[src/design/b64d_pkg.sv]
// ----------------------------------------------------------------------------
// b64d_pkg
// shared types, status codes and the character classifier of the base64 decoder
// ----------------------------------------------------------------------------
package b64d_pkg;

  // result status codes
  localparam logic [1:0] ST_OK       = 2'd0;
  localparam logic [1:0] ST_BAD_CHAR = 2'd1;
  localparam logic [1:0] ST_BAD_LEN  = 2'd2;

  localparam logic [7:0] PAD_CHAR = 8'h3D;

  // default depth of the job queue between front and back
  localparam int JOB_QUEUE_DEPTH = 4;

  // one input request
  typedef struct packed {
    logic [7:0] ch;
    logic       msg_last;
  } symbol_t;

  // one result request
  typedef struct packed {
    logic [7:0] data_byte;
    logic       run_end;
    logic       msg_end;
    logic [1:0] status;
  } result_t;

  // a group of results caused by one character, bytes packed from slot 0
  typedef struct packed {
    logic [2:0][7:0] bytes;
    logic [1:0]      cnt;
    logic            msg_end;
    logic [1:0]      status;
  } job_t;

  // classification of one character
  typedef struct packed {
    logic       valid;
    logic       pad;
    logic [5:0] sextet;
  } class_t;

  function automatic class_t classify(input logic [7:0] c);
    class_t r;
    r.valid  = 1'b1;
    r.pad    = 1'b0;
    r.sextet = 6'd0;
    if (c >= 8'h41 && c <= 8'h5A) begin
      r.sextet = 6'(c - 8'h41);
    end else if (c >= 8'h61 && c <= 8'h7A) begin
      r.sextet = 6'(c - 8'h61 + 8'd26);
    end else if (c >= 8'h30 && c <= 8'h39) begin
      r.sextet = 6'(c - 8'h30 + 8'd52);
    end else if (c == 8'h2B) begin
      r.sextet = 6'd62;
    end else if (c == 8'h2F) begin
      r.sextet = 6'd63;
    end else if (c == PAD_CHAR) begin
      r.pad = 1'b1;
    end else begin
      r.valid = 1'b0;
    end
    return r;
  endfunction

endpackage

[src/design/b64d_front.sv]
// ----------------------------------------------------------------------------
// b64d_front
// takes characters, tracks the quartet and turns each into a job or nothing
// ----------------------------------------------------------------------------
module b64d_front (
  input  logic               clk,
  input  logic               rst,
  input  logic               accept,
  input  b64d_pkg::symbol_t  symbol,
  output logic               job_push,
  output b64d_pkg::job_t     job
);
  import b64d_pkg::*;

  logic [1:0]  quartet_pos, quartet_pos_next;
  logic [17:0] held_sextets, held_sextets_next;
  logic        third_was_pad, third_was_pad_next;
  logic        drop_until_end, drop_until_end_next;

  class_t     cls;
  logic [5:0] s0, s1, s2;
  logic [7:0] b0, b1, b2;

  always_comb begin
    cls = classify(symbol.ch);
    s0  = held_sextets[17:12];
    s1  = held_sextets[11:6];
    s2  = held_sextets[5:0];
    b0  = {s0, s1[5:4]};
    b1  = {s1[3:0], s2[5:2]};
    b2  = {s2[1:0], cls.sextet};
  end

  always_comb begin
    quartet_pos_next    = quartet_pos;
    held_sextets_next   = held_sextets;
    third_was_pad_next  = third_was_pad;
    drop_until_end_next = drop_until_end;
    job_push            = 1'b0;
    job.bytes           = '0;
    job.cnt             = 2'd1;
    job.msg_end         = 1'b1;
    job.status          = ST_OK;
    if (accept) begin
      if (drop_until_end) begin
        if (symbol.msg_last) begin
          drop_until_end_next = 1'b0;
          quartet_pos_next    = 2'd0;
          held_sextets_next   = '0;
          third_was_pad_next  = 1'b0;
        end
      end else if (!cls.valid) begin
        quartet_pos_next    = 2'd0;
        held_sextets_next   = '0;
        third_was_pad_next  = 1'b0;
        drop_until_end_next = !symbol.msg_last;
        job_push            = 1'b1;
        job.status          = ST_BAD_CHAR;
      end else if (quartet_pos != 2'd3) begin
        unique case (quartet_pos)
          2'd0:    held_sextets_next = {cls.sextet, 12'd0};
          2'd1:    held_sextets_next = {s0, cls.sextet, 6'd0};
          default: begin
            held_sextets_next  = {s0, s1, cls.sextet};
            third_was_pad_next = cls.pad;
          end
        endcase
        quartet_pos_next = quartet_pos + 2'd1;
        if (symbol.msg_last) begin
          quartet_pos_next   = 2'd0;
          held_sextets_next  = '0;
          third_was_pad_next = 1'b0;
          job_push           = 1'b1;
          job.status         = ST_BAD_LEN;
        end
      end else begin
        // fourth character: up to three bytes, pads knock out bytes two and three
        job_push     = 1'b1;
        job.bytes[0] = b0;
        job.bytes[1] = third_was_pad ? b2 : b1;
        job.bytes[2] = b2;
        job.cnt      = 2'd1 + {1'b0, !third_was_pad} + {1'b0, !cls.pad};
        job.msg_end  = symbol.msg_last;
        quartet_pos_next   = 2'd0;
        held_sextets_next  = '0;
        third_was_pad_next = 1'b0;
      end
    end
  end

  always_ff @(posedge clk) begin
    if (rst) begin
      quartet_pos    <= 2'd0;
      held_sextets   <= '0;
      third_was_pad  <= 1'b0;
      drop_until_end <= 1'b0;
    end else begin
      quartet_pos    <= quartet_pos_next;
      held_sextets   <= held_sextets_next;
      third_was_pad  <= third_was_pad_next;
      drop_until_end <= drop_until_end_next;
    end
  end

endmodule

[src/design/b64d_queue.sv]
// ----------------------------------------------------------------------------
// b64d_queue
// small register queue of jobs between front and back
// ----------------------------------------------------------------------------
module b64d_queue #(
  parameter int Depth = b64d_pkg::JOB_QUEUE_DEPTH
) (
  input  logic            clk,
  input  logic            rst,
  input  logic            push,
  input  b64d_pkg::job_t  wdata,
  output logic            full,
  input  logic            pop,
  output b64d_pkg::job_t  rdata,
  output logic            empty
);
  import b64d_pkg::*;

  localparam int PtrW = (Depth > 1) ? $clog2(Depth) : 1;
  localparam int CntW = $clog2(Depth + 1);

  job_t            slots [Depth];
  logic [PtrW-1:0] wr_ptr, rd_ptr;
  logic [CntW-1:0] count;
  logic            do_push, do_pop;

  assign full    = (count == CntW'(Depth));
  assign empty   = (count == '0);
  assign do_push = push && !full;
  assign do_pop  = pop && !empty;
  assign rdata   = slots[rd_ptr];

  always_ff @(posedge clk) begin
    if (do_push) begin
      slots[wr_ptr] <= wdata;
    end
  end

  always_ff @(posedge clk) begin
    if (rst) begin
      wr_ptr <= '0;
      rd_ptr <= '0;
      count  <= '0;
    end else begin
      if (do_push) begin
        wr_ptr <= (wr_ptr == PtrW'(Depth - 1)) ? '0 : wr_ptr + 1'b1;
      end
      if (do_pop) begin
        rd_ptr <= (rd_ptr == PtrW'(Depth - 1)) ? '0 : rd_ptr + 1'b1;
      end
      unique case ({do_push, do_pop})
        2'b10:   count <= count + 1'b1;
        2'b01:   count <= count - 1'b1;
        default: count <= count;
      endcase
    end
  end

endmodule

[src/design/b64d_back.sv]
// ----------------------------------------------------------------------------
// b64d_back
// plays out the results of each job, one per cycle while pop is high
// ----------------------------------------------------------------------------
module b64d_back (
  input  logic               clk,
  input  logic               rst,
  input  logic               q_empty,
  input  b64d_pkg::job_t     q_job,
  output logic               q_pop,
  output logic               empty,
  input  logic               pop,
  output b64d_pkg::result_t  result
);
  import b64d_pkg::*;

  job_t       cur;
  logic       cur_valid;
  logic [1:0] idx;
  logic       at_last, take;

  assign at_last = (idx == cur.cnt - 2'd1);
  assign take    = !cur_valid || (pop && at_last);
  assign q_pop   = take && !q_empty;
  assign empty   = !cur_valid;

  always_comb begin
    unique case (idx)
      2'd0:    result.data_byte = cur.bytes[0];
      2'd1:    result.data_byte = cur.bytes[1];
      default: result.data_byte = cur.bytes[2];
    endcase
    result.run_end = at_last;
    result.msg_end = at_last && cur.msg_end;
    result.status  = cur.status;
  end

  always_ff @(posedge clk) begin
    if (q_pop) begin
      cur <= q_job;
    end
  end

  always_ff @(posedge clk) begin
    if (rst) begin
      cur_valid <= 1'b0;
      idx       <= 2'd0;
    end else if (take) begin
      cur_valid <= !q_empty;
      idx       <= 2'd0;
    end else if (pop) begin
      idx <= idx + 2'd1;
    end
  end

endmodule

[src/design/base64_decoder.sv]
// ----------------------------------------------------------------------------
// base64_decoder
// streaming base64 decoder: one character in, up to three bytes out per quartet
// ----------------------------------------------------------------------------
//
//  channel  | handshake        | payload            | meaning
//  ---------+------------------+--------------------+-----------------------------
//  in       | push / full      | symbol (symbol_t)  | one character, last-of-message
//  out      | pop / empty      | result (result_t)  | byte or error, run/msg end
//
//  one character is taken per cycle while full is low; its job is written into the queue,
//  moves to the output register once the back end is free and can then be popped
//  the back end plays out one result per cycle while pop is high; a full quartet gives
//  three bytes for four input characters, and the queue absorbs bursts
//  full rises only when the job queue is full, i.e. when pop is held off
//  rst is synchronous and clears the quartet state, the queue and the output
//
module base64_decoder #(
  parameter int QueueDepth = b64d_pkg::JOB_QUEUE_DEPTH
) (
  input  logic               clk,
  input  logic               rst,
  input  logic               push,
  input  b64d_pkg::symbol_t  symbol,
  output logic               full,
  input  logic               pop,
  output b64d_pkg::result_t  result,
  output logic               empty
);
  import b64d_pkg::*;

  logic accept;
  logic job_push;
  job_t job_in, job_out;
  logic q_empty, q_pop;

  // a request is taken whenever there is room for one more job
  assign accept = push && !full;

  // front: classify the character and keep the quartet
  b64d_front u_front (
    .clk      (clk),
    .rst      (rst),
    .accept   (accept),
    .symbol   (symbol),
    .job_push (job_push),
    .job      (job_in)
  );

  // job queue decouples character intake from byte delivery
  b64d_queue #(
    .Depth (QueueDepth)
  ) u_queue (
    .clk   (clk),
    .rst   (rst),
    .push  (job_push),
    .wdata (job_in),
    .full  (full),
    .pop   (q_pop),
    .rdata (job_out),
    .empty (q_empty)
  );

  // back: hand out each job's results in order
  b64d_back u_back (
    .clk     (clk),
    .rst     (rst),
    .q_empty (q_empty),
    .q_job   (job_out),
    .q_pop   (q_pop),
    .empty   (empty),
    .pop     (pop),
    .result  (result)
  );

endmodule
[config.mk]
export PLATFORM = sky130hd
export DESIGN_NAME = base64_decoder
export DESIGN_NICKNAME = d
export VERILOG_FILES = /design/src/design/b64d_pkg.sv /design/src/design/b64d_front.sv /design/src/design/b64d_queue.sv /design/src/design/b64d_back.sv /design/src/design/base64_decoder.sv
export SDC_FILE = /design/constraint.sdc
export NUM_CORES = 1
export LEC_CHECK = 0
export BUFFER_PORTS_ARGS = -buffer_cell sky130_fd_sc_hd__buf_4
export CORE_MARGIN = 4
export CORE_UTILIZATION = 55
export CTS_CLUSTER_SIZE = 14
export DETAILED_ROUTE_END_ITERATION = 12
export HOLD_SLACK_MARGIN = 0.12
export PLACE_DENSITY = 0.81
export SLEW_MARGIN = 5
export SYNTH_ARGS = -nofsm -noshare
export SYNTH_HDL_FRONTEND = slang
export SYNTH_SLANG_ARGS = --single-unit
[constraint.sdc]
create_clock -name clk -period 4.28 [get_ports clk]
set_input_delay 0 -clock clk [delete_from_list [all_inputs] [get_ports clk]]
set_output_delay 0 -clock clk [all_outputs]
set_load 0.01 [all_outputs]
---- Word level (Yosys, flattened, before mapping) ----
Memories as Yosys holds them, arrays and structs flattened. A register that Yosys moved wholly into a read port is not among the register bits.
Cells that the tools add are included.
storage, ports and cells
  output and inout port bits .............. 14
  memories ................................ 1
  flip-flop bits (word level) ............. 32
  memory bits (writable) .................. 116
  bits of input ports ..................... 13
  logic and storage cells ................. 125
memories
  name           depth  width  read ports  clocked after memory_dff  wr ports  line              source
  u_queue.slots  4      29     1           1                         1         b64d_queue.sv:22  job_t slots [Depth];
cells by class
  reductions and logical operators ........ 26
  add/subtract/negate cells ............... 14
  eq/ne operators ......................... 17
  mux-type cells .......................... 50
  order comparisons ....................... 6
operators by type and width
  kind                 count
  $mux 18              5
  $mux 29              2
  $mux 27              2
  $pmux 18 s2          1
  $mux 2               15
  $mux 6               5
  $eq 8x6->1 const B   3
  $mux 1               17
  $ge 8x7->1 const B   2
  $le 8x7->1 const B   2
  $pmux 8 s2           1
  $ne 4x4->1 const B   3
  $sub 6x6->6 const B  2
  $logic_and 1x1->1    9
  $add 2x1->2 const B  4
  $ge 8x6->1 const B   1
  $le 8x6->1 const B   1
  $mux 8               1
  $add 6x5->6 const B  1
  $add 6x6->6 const B  1
  $eq 2x1->1 const B   3
  $eq 2x2->1 const B   3
  $logic_not 1->1      6
  $pmux 3 s2           1
  18 further kinds     22

---- Logic depth before layout (Yosys ltp) ----
Gate-level depths: netlist (run 1).
  word-level depth ........................ 13
  mapped depth ............................ 13
  depth with buffers taken out ............ 12

---- By module ----
Synthesis (run 1) repeated with hierarchy kept, for this count alone.
second synthesis, totals
  cell total of the unflattened synthesis .. 518
  area, all modules ....................... 7763.7 sq um
by module, submodules not included
  module          cells each  times used  area each (sq um)  seq. area each (sq um)
  b64d_queue      205         1           4674.5             3663.5
  b64d_front      229         1           1841.8             440.4
  b64d_back       83          1           1233.7             930.9
  base64_decoder  1           1           13.8               0.0

---- Worst setup path after synthesis (run 1) ----
OpenSTA, ideal clock, no wires.
  path kind ............................... reg2reg
  start ................................... reg, netlist name u_back.cur[4]
  end ..................................... reg u_queue.count[2]
  setup slack ............................. 0.547 ns
  buffers on the path ..................... 0
  cell stages (with the launch flop) ...... 10
  clock period less this slack ............ 3.733 ns
  data arrival time ....................... 3.662 ns
  library setup time ...................... 0.071 ns
  required time ........................... 4.209 ns
  path through ............................ edfxtp_1 xnor2_1 mux2i_1 nand2_1 a21oi_1 ha_1 fa_1 xnor2_1 or3_1 a21oi_1
between the ends
  cells in the longest elaborated chain, start to end .. 8
RTL lines
  element                                          line                  source
  $sub 2x1->2 (*)                                  b64d_back.sv:22       assign at_last = (idx == cur.cnt - 2'd1);
  $eq 2x2->1 (*)                                   b64d_back.sv:22
  named net u_back.at_last                         b64d_back.sv:20       logic at_last, take;
  $logic_and 1x1->1 (*)                            b64d_back.sv:23       assign take = !cur_valid || (pop && at_last);
  $logic_or 1x1->1 (*)                             b64d_back.sv:23
  $logic_and 1x1->1 (*)                            b64d_back.sv:24       assign q_pop = take && !q_empty;
  named net q_pop                                  base64_decoder.sv:35  logic q_empty, q_pop;
  $logic_and 1x1->1 (*)                            b64d_queue.sv:30      assign do_pop = pop && !empty;
  $eq 2x1->1 or $eq 2x2->1 (tied branches)         b64d_queue.sv:51      unique case ({do_push, do_pop})
  $pmux 3 s2 or $reduce_bool 2->1 (tied branches)  --
  end signal, assigned                             b64d_queue.sv:52      2'b10: count <= count + 1'b1;
  end signal, assigned                             b64d_queue.sv:53      2'b01: count <= count - 1'b1;
  end signal, assigned                             b64d_queue.sv:54      default: count <= count;
  end, declared                                    b64d_queue.sv:24      logic [CntW-1:0] count;
The timed path passes the listed nets; every way through them passes the cells marked *.
A chain may end at the register's enable or synchronous reset.

---- Final worst setup path (run 1) ----
  start ................................... in symbol[3] (netlist name)
  end ..................................... reg u_queue.count[2]
between the ends
  cells in the longest elaborated chain, start to end .. 13
RTL lines
  element                                          line                  source
  start, declared                                  base64_decoder.sv:24  input b64d_pkg::symbol_t symbol,
  $eq 8x6->1                                       b64d_pkg.sv:61        end else if (c == PAD_CHAR) begin
  $mux 1                                           b64d_pkg.sv:61
  $mux 2                                           b64d_pkg.sv:59        end else if (c == 8'h2F) begin
  $mux 2                                           b64d_pkg.sv:57        end else if (c == 8'h2B) begin
  $mux 2                                           b64d_pkg.sv:55        end else if (c >= 8'h30 && c <= 8'h39) begin
  $mux 2                                           b64d_pkg.sv:53        end else if (c >= 8'h61 && c <= 8'h7A) begin
  $mux 2 (*)                                       b64d_pkg.sv:51        if (c >= 8'h41 && c <= 8'h5A) begin
  $mux 1 (*)                                       b64d_front.sv:52      end else if (!cls.valid) begin
  $mux 1 (*)                                       b64d_front.sv:45      if (drop_until_end) begin
  $mux 1 (*)                                       b64d_front.sv:44      if (accept) begin
  $logic_and 1x1->1 (*)                            b64d_queue.sv:29      assign do_push = push && !full;
  $eq 2x1->1 or $eq 2x2->1 (tied branches)         b64d_queue.sv:51
  $pmux 3 s2 or $reduce_bool 2->1 (tied branches)  --
Mark *: on every way between the ends. The rest lies on a longest branch, timed or not.

==> metrics.sh, run 1 <==
SYNTH-SEQ-CELLS=177
WORST_PIN_SLEW_NS=1.07
CLOCK_LATENCY_NS=0.42
MAX_CAP_VIOL_COUNT=0
CRIT_START='symbol[3]'
DRT_PASS1_ITERATIONS=5
DP_HPWL_MM=9.59
GRT_PASS1_WL_MM=25.0
WORSTPATHMAXFANOUT=11
SYNTH_AREA_PER_CELL_UM2=14.8
HOLD_PATH_CLASS='in -> reg'
PWR_DENSITY_CELL_nW_PER_UM2=558
CLK_PATH_BUF_DEPTH=2
SYNTH_CELL_TYPE_COUNT=64
POSTLAYOUTSETUPSLACKWORST_NS=0.930
NUM-NETS-FINAL=585
FLOORPLAN.INITIALDENSITY=0.570
GRT_START_MAX_NET_PINS=33
FINALWORSTPATHREQUIREDPERIOD_NS=3.35
GRT.OVERFLOW.TOTAL=0
SYNTHESIS.INSTANCES=518
COUNT_OF_FLIP_FLOPS_WITH_A_BUILT_IN_ENABLE_AFTER_SYNTHESIS=145
POST_SYNTHESIS_CELL_TYPE_WITH_THE_LARGEST_COMBINED_AREA='edfxtp_1'
FLOORPLAN.DIE.WIDTH_UM=126
CP.REQUIRED_NS=4.64
CHIPHEIGHT_UM=126
ANTENNA_CELLS_INSERTED=0
INITIAL_ANTENNA_VIOLATION_COUNT=0
WORST_SETUP_HOLD_PATH_CLK_SLEW_NS=0.06
CLK_ROOT_BUFFER_CELL='clkbuf_16'
WORST-ENDPOINT-ARRIVAL_NS=3.71
KIND_OF_END_POINT_OF_THE_CRITICAL_PATH='register'
POST_DETAILED_ROUTE_VIA_TO_CELL_RATIO=6.14
DETAILED_ROUTE_WIRE_LENGTH_PER_CELL_UM=20.8
SETUP_REPAIR_AFTER_GLOBAL_ROUTING_MISSED_ITS_MARGIN='false'
MAXCLOCKFREQUENCY_MHz=298
LAUNCHING_POINT_OF_THE_WORST_REG2REG_PATH='u_queue.count[0]$_SDFFE_PP0P_'
REPORT.FINAL.SLEW_VIOL_COUNT=0
R2R_END='u_queue.count[2]$_SDFFE_PP0P_'
IR_WORST_VDD_V=0.000304
RELATIVE_SLEW_SLACK=0.289
GRT_PASS1_VIAS=4718
AREA.GROWTH.SYNTH_TO_FINAL_PCT=13.4
DRT_ITER0_MARKERS=448
SHARE_OF_ASYNC_SETTABLE_OR_ASYNC_RESETTABLE_FLOPS_AFTER_SYNTHESIS=0
DP_SLACK_NS=1.06
POSTCTSSETUPREPAIRBUFS=0
CORE_REGION_AREA_UM2=13400
IO_BUFFER_COUNT=26
R2R_SETUP_SLACK_NS=1.60
MOST-COMMON-LAYOUT-CELLS='edfxtp_1, nor2_1, nand2_1, buf_4, dfxtp_1'
P_LEAK_uW=0.00296
FINAL_LAYOUT_SIZE_SUFFIX_GT1_FRAC=0.195
FP-ROW-COUNT=42
RR_WORST_DEPTH=10
CTS-BUFFERS-INSERTED=17
TOTAL_DRC_ERRORS_IN_THE_ROUTED_LAYOUT=0
VIAS=4540
CLOCK_SINKS=177
IO-PIN-COUNT=27
FINAL_NUMBER_OF_SETUP_VIOLATING_ENDPOINTS=0
TRITONCTS='done'
PREDOMINANT_POST_SYNTHESIS_FLOP_CELL='edfxtp_1'
NETLIST_AREA_UM2=7640
HOLD_PATH.STARTPOINT='symbol[1]'
SETUP.WORST_PATH.CLASS='in -> reg'
SEQ_AREA_FRAC_SYNTH=0.654
WORSTSETUPENDPOINT='u_queue.count[2]$_SDFFE_PP0P_'
CLOCK_H_TREE_LEVELS=4
GLOBALPLACE.CONGESTION=0.936
FINAL_ANTENNA_NET_COUNT=0
LAYOUT_COMMONEST_CELL='edfxtp_1'
RESULT_OF_THE_RUN='finished, final reports clean'
GRT_USAGE=0.202
TIMING.CLOCK.SKEW_NS=0.0107
SYNTH_FP_NETS=552
FINAL-HOLD-VIOLATION-COUNT=0
FLOORPLAN.DIE_AREA_UM2=15800
POST-ROUTE-PERIOD-UTIL=0.783
TOTALNEGATIVESETUPSLACK_NS=0
SYNTHTOPCELLSBYAREA='edfxtp_1, mux4_2, dfxtp_1'
ROUTED_WL_MM=15.4
TIMING.CRITICAL_PATH.FROM_TYPE='input port'
SYNTH-WARNING-COUNT=0
FRACTION_OF_SYNTHESIZED_CELL_AREA_TAKEN_BY_THE_TOP_AREA_CELL_TYPE=0.570
[how the worst min path moves through the flow]
stage / slack, ns / to / cells past startpoint
6_report: 0.17 / u_front.held_sextets[12]$_SDFFE_PP0P_ / 4
5_1_grt: 0.19 / u_front.held_sextets[12]$_SDFFE_PP0P_ / 4
4_1_cts: 0.14 / u_front.held_sextets[12]$_SDFFE_PP0P_ / 4
3_5_place_dp: 0.33 / u_back.idx[0]$_SDFFE_PP0P_ / 3
3_3_place_gp: 0.30 / u_back.idx[0]$_SDFFE_PP0P_ / 3
2_1_floorplan: 0.18 / u_back.idx[0]$_SDFFE_PP0P_ / 2
[area by class of cell]
| class | count | area, um2 |
|---|---|---|
| Clock buffer | 19 | 433 |
| Clock inverter | 12 | 166 |
| Fill cell | 874 | 4740 |
| Inverter | 25 | 93.8 |
| Multi-Input combinational cell | 292 | 2450 |
| Sequential cell | 177 | 5000 |
| Tap cell | 176 | 220 |
| Timing Repair Buffer | 38 | 300 |
[synth_stat cells (4+ instances only)]
master / number
ha_1: 20
o31ai_2: 5
a31oi_1: 5
nor2b_1: 5
nand3_1: 14
inv_1: 25
and3_1: 4
buf_1: 4
mux4_2: 29
clkbuf_1: 13
mux2i_1: 11
a21oi_1: 15
nand2b_1: 7
o31ai_1: 7
nor2_1: 36
edfxtp_1: 145
buf_4: 5
o21ai_0: 13
and2_1: 18
dfxtp_1: 32
nand2_1: 32
nor3_1: 6
a22oi_1: 10
[registers in the layout, indices dropped and copies added (netlist names)]
register / flops
u_back.cur: 27
u_back.cur_valid: 1
u_back.idx: 2
u_back.result: 2
u_front.drop_until_end: 1
u_front.held_sextets: 18
u_front.quartet_pos: 2
u_front.third_was_pad: 1
u_queue.count: 3
u_queue.rd_ptr: 2
u_queue.slots: 116
u_queue.wr_ptr: 2
[per-layer routing]
| metal | track usage | vias up | wire (um) |
|---|---|---|---|
| met1 | 0.247 | 2298 | 6200 |
| met2 | 0.360 | 190 | 8110 |
| met3 | 0.0449 | 20 | 847 |
| met4 | 0.0637 | 0 | 230 |
| met5 | 0 | - | 0 |
| li1 | - | 2032 | - |
[worst max-delay path, cell delays in order]
cell and delay [ns]:
dlygate4sd3_1 0.54, buf_4 0.17, inv_1 0.14, ha_1 0.23, nor2b_1 0.20, a21boi_1 0.39, o32ai_2 0.23, a21oi_1 0.44
inv_1 0.10, ha_1 0.24, fa_1 0.44, xnor2_1 0.15, or3_1 0.30, a21oi_1 0.14
[where the power goes]
| group | internal, uW | switching, uW | leakage, uW |
|---|---|---|---|
| registers | 2190 | 176 | 0.00157 |
| clock network | 967 | 601 | 0.000289 |
| logic | 434 | 463 | 0.00110 |
[cells by family (layout without fill, tap and decap cells)]
logic type               Yosys count  in the layout  synth area share
AO/OA/AOI/OAI                     82             82            0.0787
adder cells (fa/ha/maj)           21             21            0.0354
buffers and inverters             49             94            0.0269
multiplexers                      41             41             0.101
XOR/XNOR                           4              4           0.00458
AND/OR/NAND/NOR                  144            144            0.0995
flip-flops                       177            177             0.654
[through the flow]
step / hold WS [ns] / total power, uW / instances / cell area [um2] / utilization
2_1_floorplan: 0.179 / 2960 / 518 / 7640 / -
3_3_place_gp: 0.305 / 3250 / 702 / 8010 / 0.597
3_5_place_dp: 0.331 / 3300 / 702 / 8010 / 0.597
4_1_cts: 0.141 / 4860 / 739 / 8660 / 0.647
5_1_grt: 0.191 / 5040 / 739 / 8660 / 0.647
6_report: 0.167 / 4830 / 739 / 8660 / 0.647
[timing repair]
item | in CTS | in global routing
gates resized for setup | 0 | 0
hold endpoints to repair | 27 | 0
hold buffers | 6 | 0
setup endpoints to repair | 0 | 0
Note: power is estimated with default switching activity, not from simulation.
==> inputs of run 2 (changes only) <==
Settings changed: ABC_AREA from default to 1.
Clock period 4.28 ns to 3.4 ns, I/O delays scaled along.
==> metrics.sh, run 2 <==
COMBINATIONAL_FAMILY_WITH_THE_MOST_AREA_AFTER_SYNTHESIS='simple AND/OR/NAND/NOR gates'
SYNTHTOPCELLSBYAREA='edfxtp_1, dfxtp_1, nor2_1'
SHARE_OF_ASYNC_SETTABLE_OR_ASYNC_RESETTABLE_FLOPS_AFTER_SYNTHESIS=0
SYNTH-WARNING-COUNT=0
SETUP.WORST_PATH.CLASS='reg -> reg'
POST_DETAILED_ROUTE_VIA_TO_CELL_RATIO=5.62
ROUTED_WL_MM=17.3
TRITONCTS='done'
FINAL-HOLD-VIOLATION-COUNT=0
DP_SLACK_NS=0.800
IO_BUFFER_COUNT=26
CLOCK_SINKS=177
COMPOUND_GATE_FRACTION_OF_SYNTH_AREA=0.102
SYNTHESIS.INSTANCES=773
NETLIST_AREA_UM2=8050
TOP_REGISTER='u_queue.slots'
FLOORPLAN.INITIALDENSITY=0.571
CTS-BUFFERS-INSERTED=17
SYNTHADDERAREAFRAC=0.0336
KIND_OF_END_POINT_OF_THE_CRITICAL_PATH='register'
DRT_ITER0_MARKERS=478
WL_MET1_MM=7.21
WL_MET3_UM=910
FINAL_DESIGN_AREA_NO_FILL_UM2=8970
WORST_PIN_SLEW_NS=0.948
DP_HPWL_MM=10.6
CHIPHEIGHT_UM=129
ANTENNA_CELLS_INSERTED=0
POST-ROUTE-PERIOD-UTIL=0.731
SYNTH_XOR_XNOR_AREA_SHARE=0.0120
FINAL_LAYOUT_SIZE_SUFFIX_GT1_FRAC=0.156
COUNT_OF_FLIP_FLOPS_WITH_A_BUILT_IN_ENABLE_AFTER_SYNTHESIS=145
SYNTH_CELL_TYPE_COUNT=34
SEQ_AREA_FRAC_SYNTH=0.620
GRT_USAGE=0.215
AREA.GROWTH.SYNTH_TO_FINAL_PCT=11.4
POSTCTSSETUPREPAIRBUFS=0
SETUP_REPAIR_AFTER_GLOBAL_ROUTING_MISSED_ITS_MARGIN='false'
GLOBALPLACE.CONGESTION=0.885
LARGESTREGISTERS='u_queue.slots (116), u_back.cur (27), u_front.held_sextets (18)'
CLOCK_H_TREE_LEVELS=4
GRT_PASS1_WL_MM=27.5
LAYOUT_COMMONEST_CELL='edfxtp_1'
WORSTPATHMAXFANOUT=6
RESULT_OF_THE_RUN='finished, final reports clean'
FINALWORSTPATHREQUIREDPERIOD_NS=2.49
LARGEST_REG_FLOPS=116
DPL_CELL_AREA_UM2=8360
DETAILED_ROUTE_WIRE_LENGTH_PER_CELL_UM=17.5
FLOORPLAN.DIE_AREA_UM2=16600
CRIT_PATH_CELL_TRACE='xnor2_1 -> o21ai_0 -> inv_1 -> nand2_1 -> nand2_1 -> nand2_1 -> inv_1 -> ha_1 -> fa_1 -> a21oi_1 -> o21ai_0 -> o21ai_0 -> a21oi_1'
WORST-ENDPOINT-ARRIVAL_NS=2.79
HOLD_PATH_CLASS='in -> reg'
CLK_PATH_BUF_DEPTH=2
P_LEAK_uW=0.00338
FLOORPLAN.DIE.WIDTH_UM=129
PATH_BUF_INV=2
YOSYS.CELL_COUNT.TOP_TYPE='edfxtp_1'
DRT_PASS1_ITERATIONS=5
CLOCK_LATENCY_NS=0.41
DR.MAX_LAYER_USED='met4'
SHARE_OF_CELL_AREA_TAKEN_BY_MUXES_AFTER_SYNTHESIS=0
TIMING.CRITICAL_PATH.FROM_TYPE='register'
TOTALNEGATIVESETUPSLACK_NS=0
GRT_START_MAX_NET_PINS=61
POST_SYNTHESIS_CELL_TYPE_WITH_THE_LARGEST_COMBINED_AREA='edfxtp_1'
MAX_CAP_VIOL_COUNT=0
FINAL_NUMBER_OF_SETUP_VIOLATING_ENDPOINTS=0
INITIAL_ANTENNA_VIOLATION_COUNT=0
POSTLAYOUTSETUPSLACKWORST_NS=0.915
PREDOMINANT_POST_SYNTHESIS_FLOP_CELL='edfxtp_1'
FRACTION_OF_SYNTHESIZED_CELL_AREA_TAKEN_BY_THE_TOP_AREA_CELL_TYPE=0.541
HOLD_SLACK_NS=0.178
NUM-NETS-FINAL=831
MOST-COMMON-LAYOUT-CELLS='edfxtp_1, nor2_1, nand2_1, o21ai_0, inv_1'
SYNTH_AREA_PER_CELL_UM2=10.4
LAYOUT.CORE_UTILIZATION=0.636
IO-PIN-COUNT=27
CRITICAL_PATH.MAX_STAGE_DELAY_NS=0.44
SYNTH_FP_NETS=807
SYNTH_TOP_CELLS_BY_COUNT='edfxtp_1, nor2_1, nand2_1'
FP-ROW-COUNT=43
RELATIVE_SLEW_SLACK=0.367
CLK_ROOT_BUFFER_CELL='clkbuf_16'
TIMING.CLOCK.SKEW_NS=0.00988
CPLARGESTDELAYFAMILY='compound AO/OA/AOI/OAI gates'
TOTAL_DRC_ERRORS_IN_THE_ROUTED_LAYOUT=0
IR_WORST_VDD_V=0.000394
MET2WIRELENGTH_MM=8.91
AREA_SHARE_OF_AND_OR_NAND_NOR_CELLS_AFTER_SYNTHESIS=0.178
MAXCLOCKFREQUENCY_MHz=402
GRT_PASS1_VIAS=5464
VIAS=5562
WORST_SETUP_HOLD_PATH_CLK_SLEW_NS=0.07
REPORT.FINAL.SLEW_VIOL_COUNT=0
GRT.OVERFLOW.TOTAL=0
CPMAXSTAGEDELAYCELL='fa_1'
CORE_REGION_AREA_UM2=14100
CP.REQUIRED_NS=3.70
FINAL_ANTENNA_NET_COUNT=0
SYNTH-SEQ-CELLS=177
PWR_DENSITY_CELL_nW_PER_UM2=717
-- run 2: cell count changes in the layout (fill, tap and decap cells not counted), moves of 10 or more --
cell,before,now
a21oi_1,14,29
o21ai_0,13,82
inv_2,0,10
mux2i_1,11,0
nor2_1,36,123
nand2_2,0,14
o22ai_1,0,29
nand3_1,14,26
nor2_2,1,18
mux4_2,29,0
and2_1,18,3
nand2_1,32,105
inv_1,25,54
-- run 2: worst register-to-register path: stages (launching register included) --
cell,delay [ns]
edfxtp_1,0.38
xnor2_1,0.14
o21ai_0,0.23
inv_1,0.09
nand2_1,0.10
nand2_1,0.08
nand2_1,0.14
inv_1,0.09
ha_1,0.24
fa_1,0.44
a21oi_1,0.13
o21ai_0,0.11
o21ai_0,0.16
a21oi_1,0.05
-- run 2: final timing paths --
path,startpoint,end,slack [ns],depth (start not counted)
setup / recovery,u_back.cur[4]$_DFFE_PP_,u_queue.count[2]$_SDFFE_PP0P_,0.91,13
hold / removal,symbol[1],u_front.held_sextets[6]$_SDFFE_PP0P_,0.18,6
setup reg to reg,u_back.cur[4]$_DFFE_PP_,u_queue.count[2]$_SDFFE_PP0P_,0.91,13
hold reg to reg,u_front.held_sextets[4]$_SDFFE_PP0P_,u_front.held_sextets[4]$_SDFFE_PP0P_,0.48,2
-- run 2: stage by stage --
| step | std cells | total power [uW] |
|---|---|---|
| 6_report | 990 | 6430 |
| 4_1_cts | 990 | 6450 |
| 3_3_place_gp | 954 | 4520 |
| 3_5_place_dp | 954 | 4600 |
| 5_1_grt | 990 | 6750 |
| 2_1_floorplan | 773 | 4040 |
-- run 2: timing repair --
item	CTS	global route
resized for setup	0	0
hold buffers	4	0
endpoints found under the hold margin	17	0
-- run 2: cell families after synthesis --
kind of cell / after synthesis
compound gates: 151
fa+ha+maj: 21
buf+inv: 100
xor+xnor: 11
simple gates: 313
flops: 177
-- run 2: layer usage --
metal,global-route usage,vias to the layer above
li1,-,2678
met3,0.0357,26
met1,0.266,2634
met4,0.0834,0
met2,0.378,224
met5,0,-
-- run 2: power by group --
group          total, uW  internal, uW  leakage, uW  switching, uW
clock               1860          1080     0.000280            783
sequential          2940          2810      0.00162            133
combinational       1620           527      0.00148           1100
total               6430          4420      0.00338           2010
-- run 2: final cells by class --
type	instances	area (um2)
clock buffers	18	429
clock inverters	14	139
inverters	67	256
repair buffers	38	295
flip-flops and latches	177	5000
fillers	1057	5130
well taps	180	225
multi-input cells	496	2630
==> inputs of run 3 (changes only) <==
Settings changed: PLACE_DENSITY 0.81 to 0.84.
Clock period 3.4 ns to 2.1 ns, I/O delays scaled along.
==> metrics.sh, run 3 (synthesis results as in run 2) <==
CRITICAL_PATH.MAX_STAGE_DELAY_NS=0.42
FINAL_ANTENNA_NET_COUNT=0
DP_SLACK_NS=-0.172
WORST-ENDPOINT-ARRIVAL_NS=2.51
CLK_ROOT_BUFFER_CELL='clkbuf_16'
SETUP_REPAIR_AFTER_GLOBAL_ROUTING_MISSED_ITS_MARGIN='true'
CTS-BUFFERS-INSERTED=17
FINAL-SEQ-AREA_UM2=5000
FINAL_DESIGN_AREA_NO_FILL_UM2=9520
TIMING.CLOCK.SKEW_NS=0.00905
TRITONCTS='done'
FP-ROW-COUNT=43
GRT_PASS1_VIAS=5794
GLOBALPLACE.CONGESTION=0.918
COMBPWRFRAC=0.281
CLK_PATH_BUF_DEPTH=2
P_LEAK_uW=0.00362
WORST_PIN_SLEW_NS=0.584
DRT_PASS1_ITERATIONS=5
POWER.SWITCHING_FRACTION=0.310
CPMAXSTAGEDELAYCELL='edfxtp_1'
DPL_CELL_AREA_UM2=8740
ROUTED_WL_MM=17.0
CORE_REGION_AREA_UM2=14100
FINAL_LAYOUT_SIZE_SUFFIX_GT1_FRAC=0.225
GRT_PASS1_WL_MM=27.8
CHIPHEIGHT_UM=129
AREA.GROWTH.SYNTH_TO_FINAL_PCT=18.3
DRT_ITER0_MARKERS=516
INITIAL_ANTENNA_VIOLATION_COUNT=0
GRT_START_MAX_NET_PINS=61
P_SW_uW=3430
HOLD_PATH_CLASS='in -> reg'
POST_DETAILED_ROUTE_VIA_TO_CELL_RATIO=5.62
FINALWORSTPATHREQUIREDPERIOD_NS=2.20
KIND_OF_END_POINT_OF_THE_CRITICAL_PATH='register'
WORSTPATHMAXFANOUT=2
POST-ROUTE-PERIOD-UTIL=1.05
DETAILED_ROUTE_WIRE_LENGTH_PER_CELL_UM=16.5
PLACE.DETAILED.INSTANCES=991
MOST-COMMON-LAYOUT-CELLS='edfxtp_1, nor2_1, nand2_1, o21ai_0, buf_4'
GRT_USAGE=0.215
FINAL-HOLD-VIOLATION-COUNT=0
RELATIVE_SLEW_SLACK=0.611
LAYOUT.CELLS.NON_FILLER=1034
IO_BUFFER_COUNT=26
FLOORPLAN.DIE.WIDTH_UM=129
CP.REQUIRED_NS=2.41
POWER_FRAC_CLOCK=0.288
FLOORPLAN.INITIALDENSITY=0.571
ANTENNA_CELLS_INSERTED=0
TOP_REGISTER='u_queue.slots'
CLOCK_H_TREE_LEVELS=4
POSTLAYOUTSETUPSLACKWORST_NS=-0.0978
FAILING_CHECKS='setup timing'
GRT.OVERFLOW.TOTAL=0
LAYOUT_COMMONEST_CELL='edfxtp_1'
LARGESTREGISTERS='u_queue.slots (116), u_back.cur (27), u_front.held_sextets (18)'
AREA_OF_THE_MULTI_INPUT_GATES_UM2=2730
CLOCK_LATENCY_NS=0.43
FLOORPLAN.DIE_AREA_UM2=16600
MAX_CAP_VIOL_COUNT=0
RESULT_OF_THE_RUN='finished, violations left'
LARGEST_REG_FLOPS=116
MAXCLOCKFREQUENCY_MHz=455
PATH_COMMON_CELL='nand2_4'
CELL_INTERNAL_PWR_uW=7630
POWER.SEQUENTIAL.FRACTION=0.431
DP_HPWL_MM=10.9
TOTAL_DRC_ERRORS_IN_THE_ROUTED_LAYOUT=0
PWR_DENSITY_CELL_nW_PER_UM2=1160
TOTALNEGATIVESETUPSLACK_NS=-0.116
IR_WORST_VDD_V=0.000639
REPORT.FINAL.SLEW_VIOL_COUNT=0
IO-PIN-COUNT=27
FINAL_NUMBER_OF_SETUP_VIOLATING_ENDPOINTS=2
CRIT_PATH_CELL_TRACE='xnor2_2 -> nand2_1 -> o21ai_2 -> inv_2 -> nand2_4 -> nand2_4 -> nand2_4 -> clkinvlp_4 -> ha_4 -> fa_2 -> a21oi_1 -> o21ai_1 -> o21ai_1 -> a21oi_1'
VIAS=5806
SETUP.WORST_PATH.CLASS='reg -> reg'
TIMING.CRITICAL_PATH.FROM_TYPE='register'
NUM-NETS-FINAL=875
CLOCK_SINKS=177
FILLCELLCOUNT=964
WORST_SETUP_HOLD_PATH_CLK_SLEW_NS=0.06
-- run 3: cell count changes in the layout (fill, tap and decap cells not counted), sizes merged --
cell         before  now
dlygate4sd3       4    5
buf              34   77
clkinvlp          1    5
clkbuf           18   17
clkinv            9    5
bufinv            2    3
-- run 3: power groups by stage --
stage	registers [uW]	logic, uW	clock network, uW
2_1_floorplan	4750	1870	0
3_3_place_gp	4800	2750	0
3_5_place_dp	4820	2840	0
4_1_cts	4760	3030	3230
5_1_grt	4820	3450	3370
6_report	4770	3100	3190
-- run 3: critical path: cells and delay by family, from the launching register on --
| kind | cells | cell delay (ns) |
|---|---|---|
| buffers and inverters | 2 | 0.17 |
| AOI/OAI and AO/OA | 5 | 0.46 |
| and+or+nand+nor | 4 | 0.32 |
| DFF | 1 | 0.42 |
| adders and majority gates | 2 | 0.50 |
| xor gates and xnor gates | 1 | 0.21 |
-- run 3: path summary, 6_finish.rpt --
path                            cells after the start                            startpoint                              endpoint  slack (ns)
worst max-delay path                               14               u_back.cur[4]$_DFFE_PP_         u_queue.count[2]$_SDFFE_PP0P_        -0.1
worst min-delay path                                7                             symbol[1]  u_front.held_sextets[6]$_SDFFE_PP0P_        0.20
worst max register to register                     14               u_back.cur[4]$_DFFE_PP_         u_queue.count[2]$_SDFFE_PP0P_        -0.1
worst min register to register                      2  u_front.held_sextets[3]$_SDFFE_PP0P_  u_front.held_sextets[3]$_SDFFE_PP0P_        0.47
-- run 3: area by class of cell --
class,count,area share
Sequential cell,177,0.525
Multi-Input combinational cell,496,0.287
Timing Repair Buffer,82,0.0729
Clock buffer,17,0.0447
Inverter,67,0.0276
Tap cell,180,0.0237
Clock inverter,15,0.0193
-- run 3: timing repair --
| item | 4_1_cts | 5_1_grt |
|---|---|---|
| setup buffers | 6 | 2 |
| pin swaps | 6 | 5 |
| endpoints found under the setup margin | 2 | 41 |
| gates resized for setup | 5 | 16 |
| hold endpoints to repair | 19 | 0 |
| hold buffers | 5 | 0 |
-- run 3: through the flow --
step | power [uW] | utilization | hold slack (ns)
CTS | 11000 | 0.671 | 0.177
global route | 11600 | 0.675 | 0.263
finish | 11100 | 0.675 | 0.202
global placement | 7550 | 0.620 | 0.248
detailed placement | 7660 | 0.620 | 0.253
floorplan | 6620 | - | 0.0691
-- run 3: metal layers --
layer	part of all wire	track usage	vias to the layer above
met3	0.061	0.0473	43
met1	0.41	0.263	2746
met2	0.50	0.364	240
li1	-	-	2777
met5	0	0	-
met4	0.026	0.0964	0
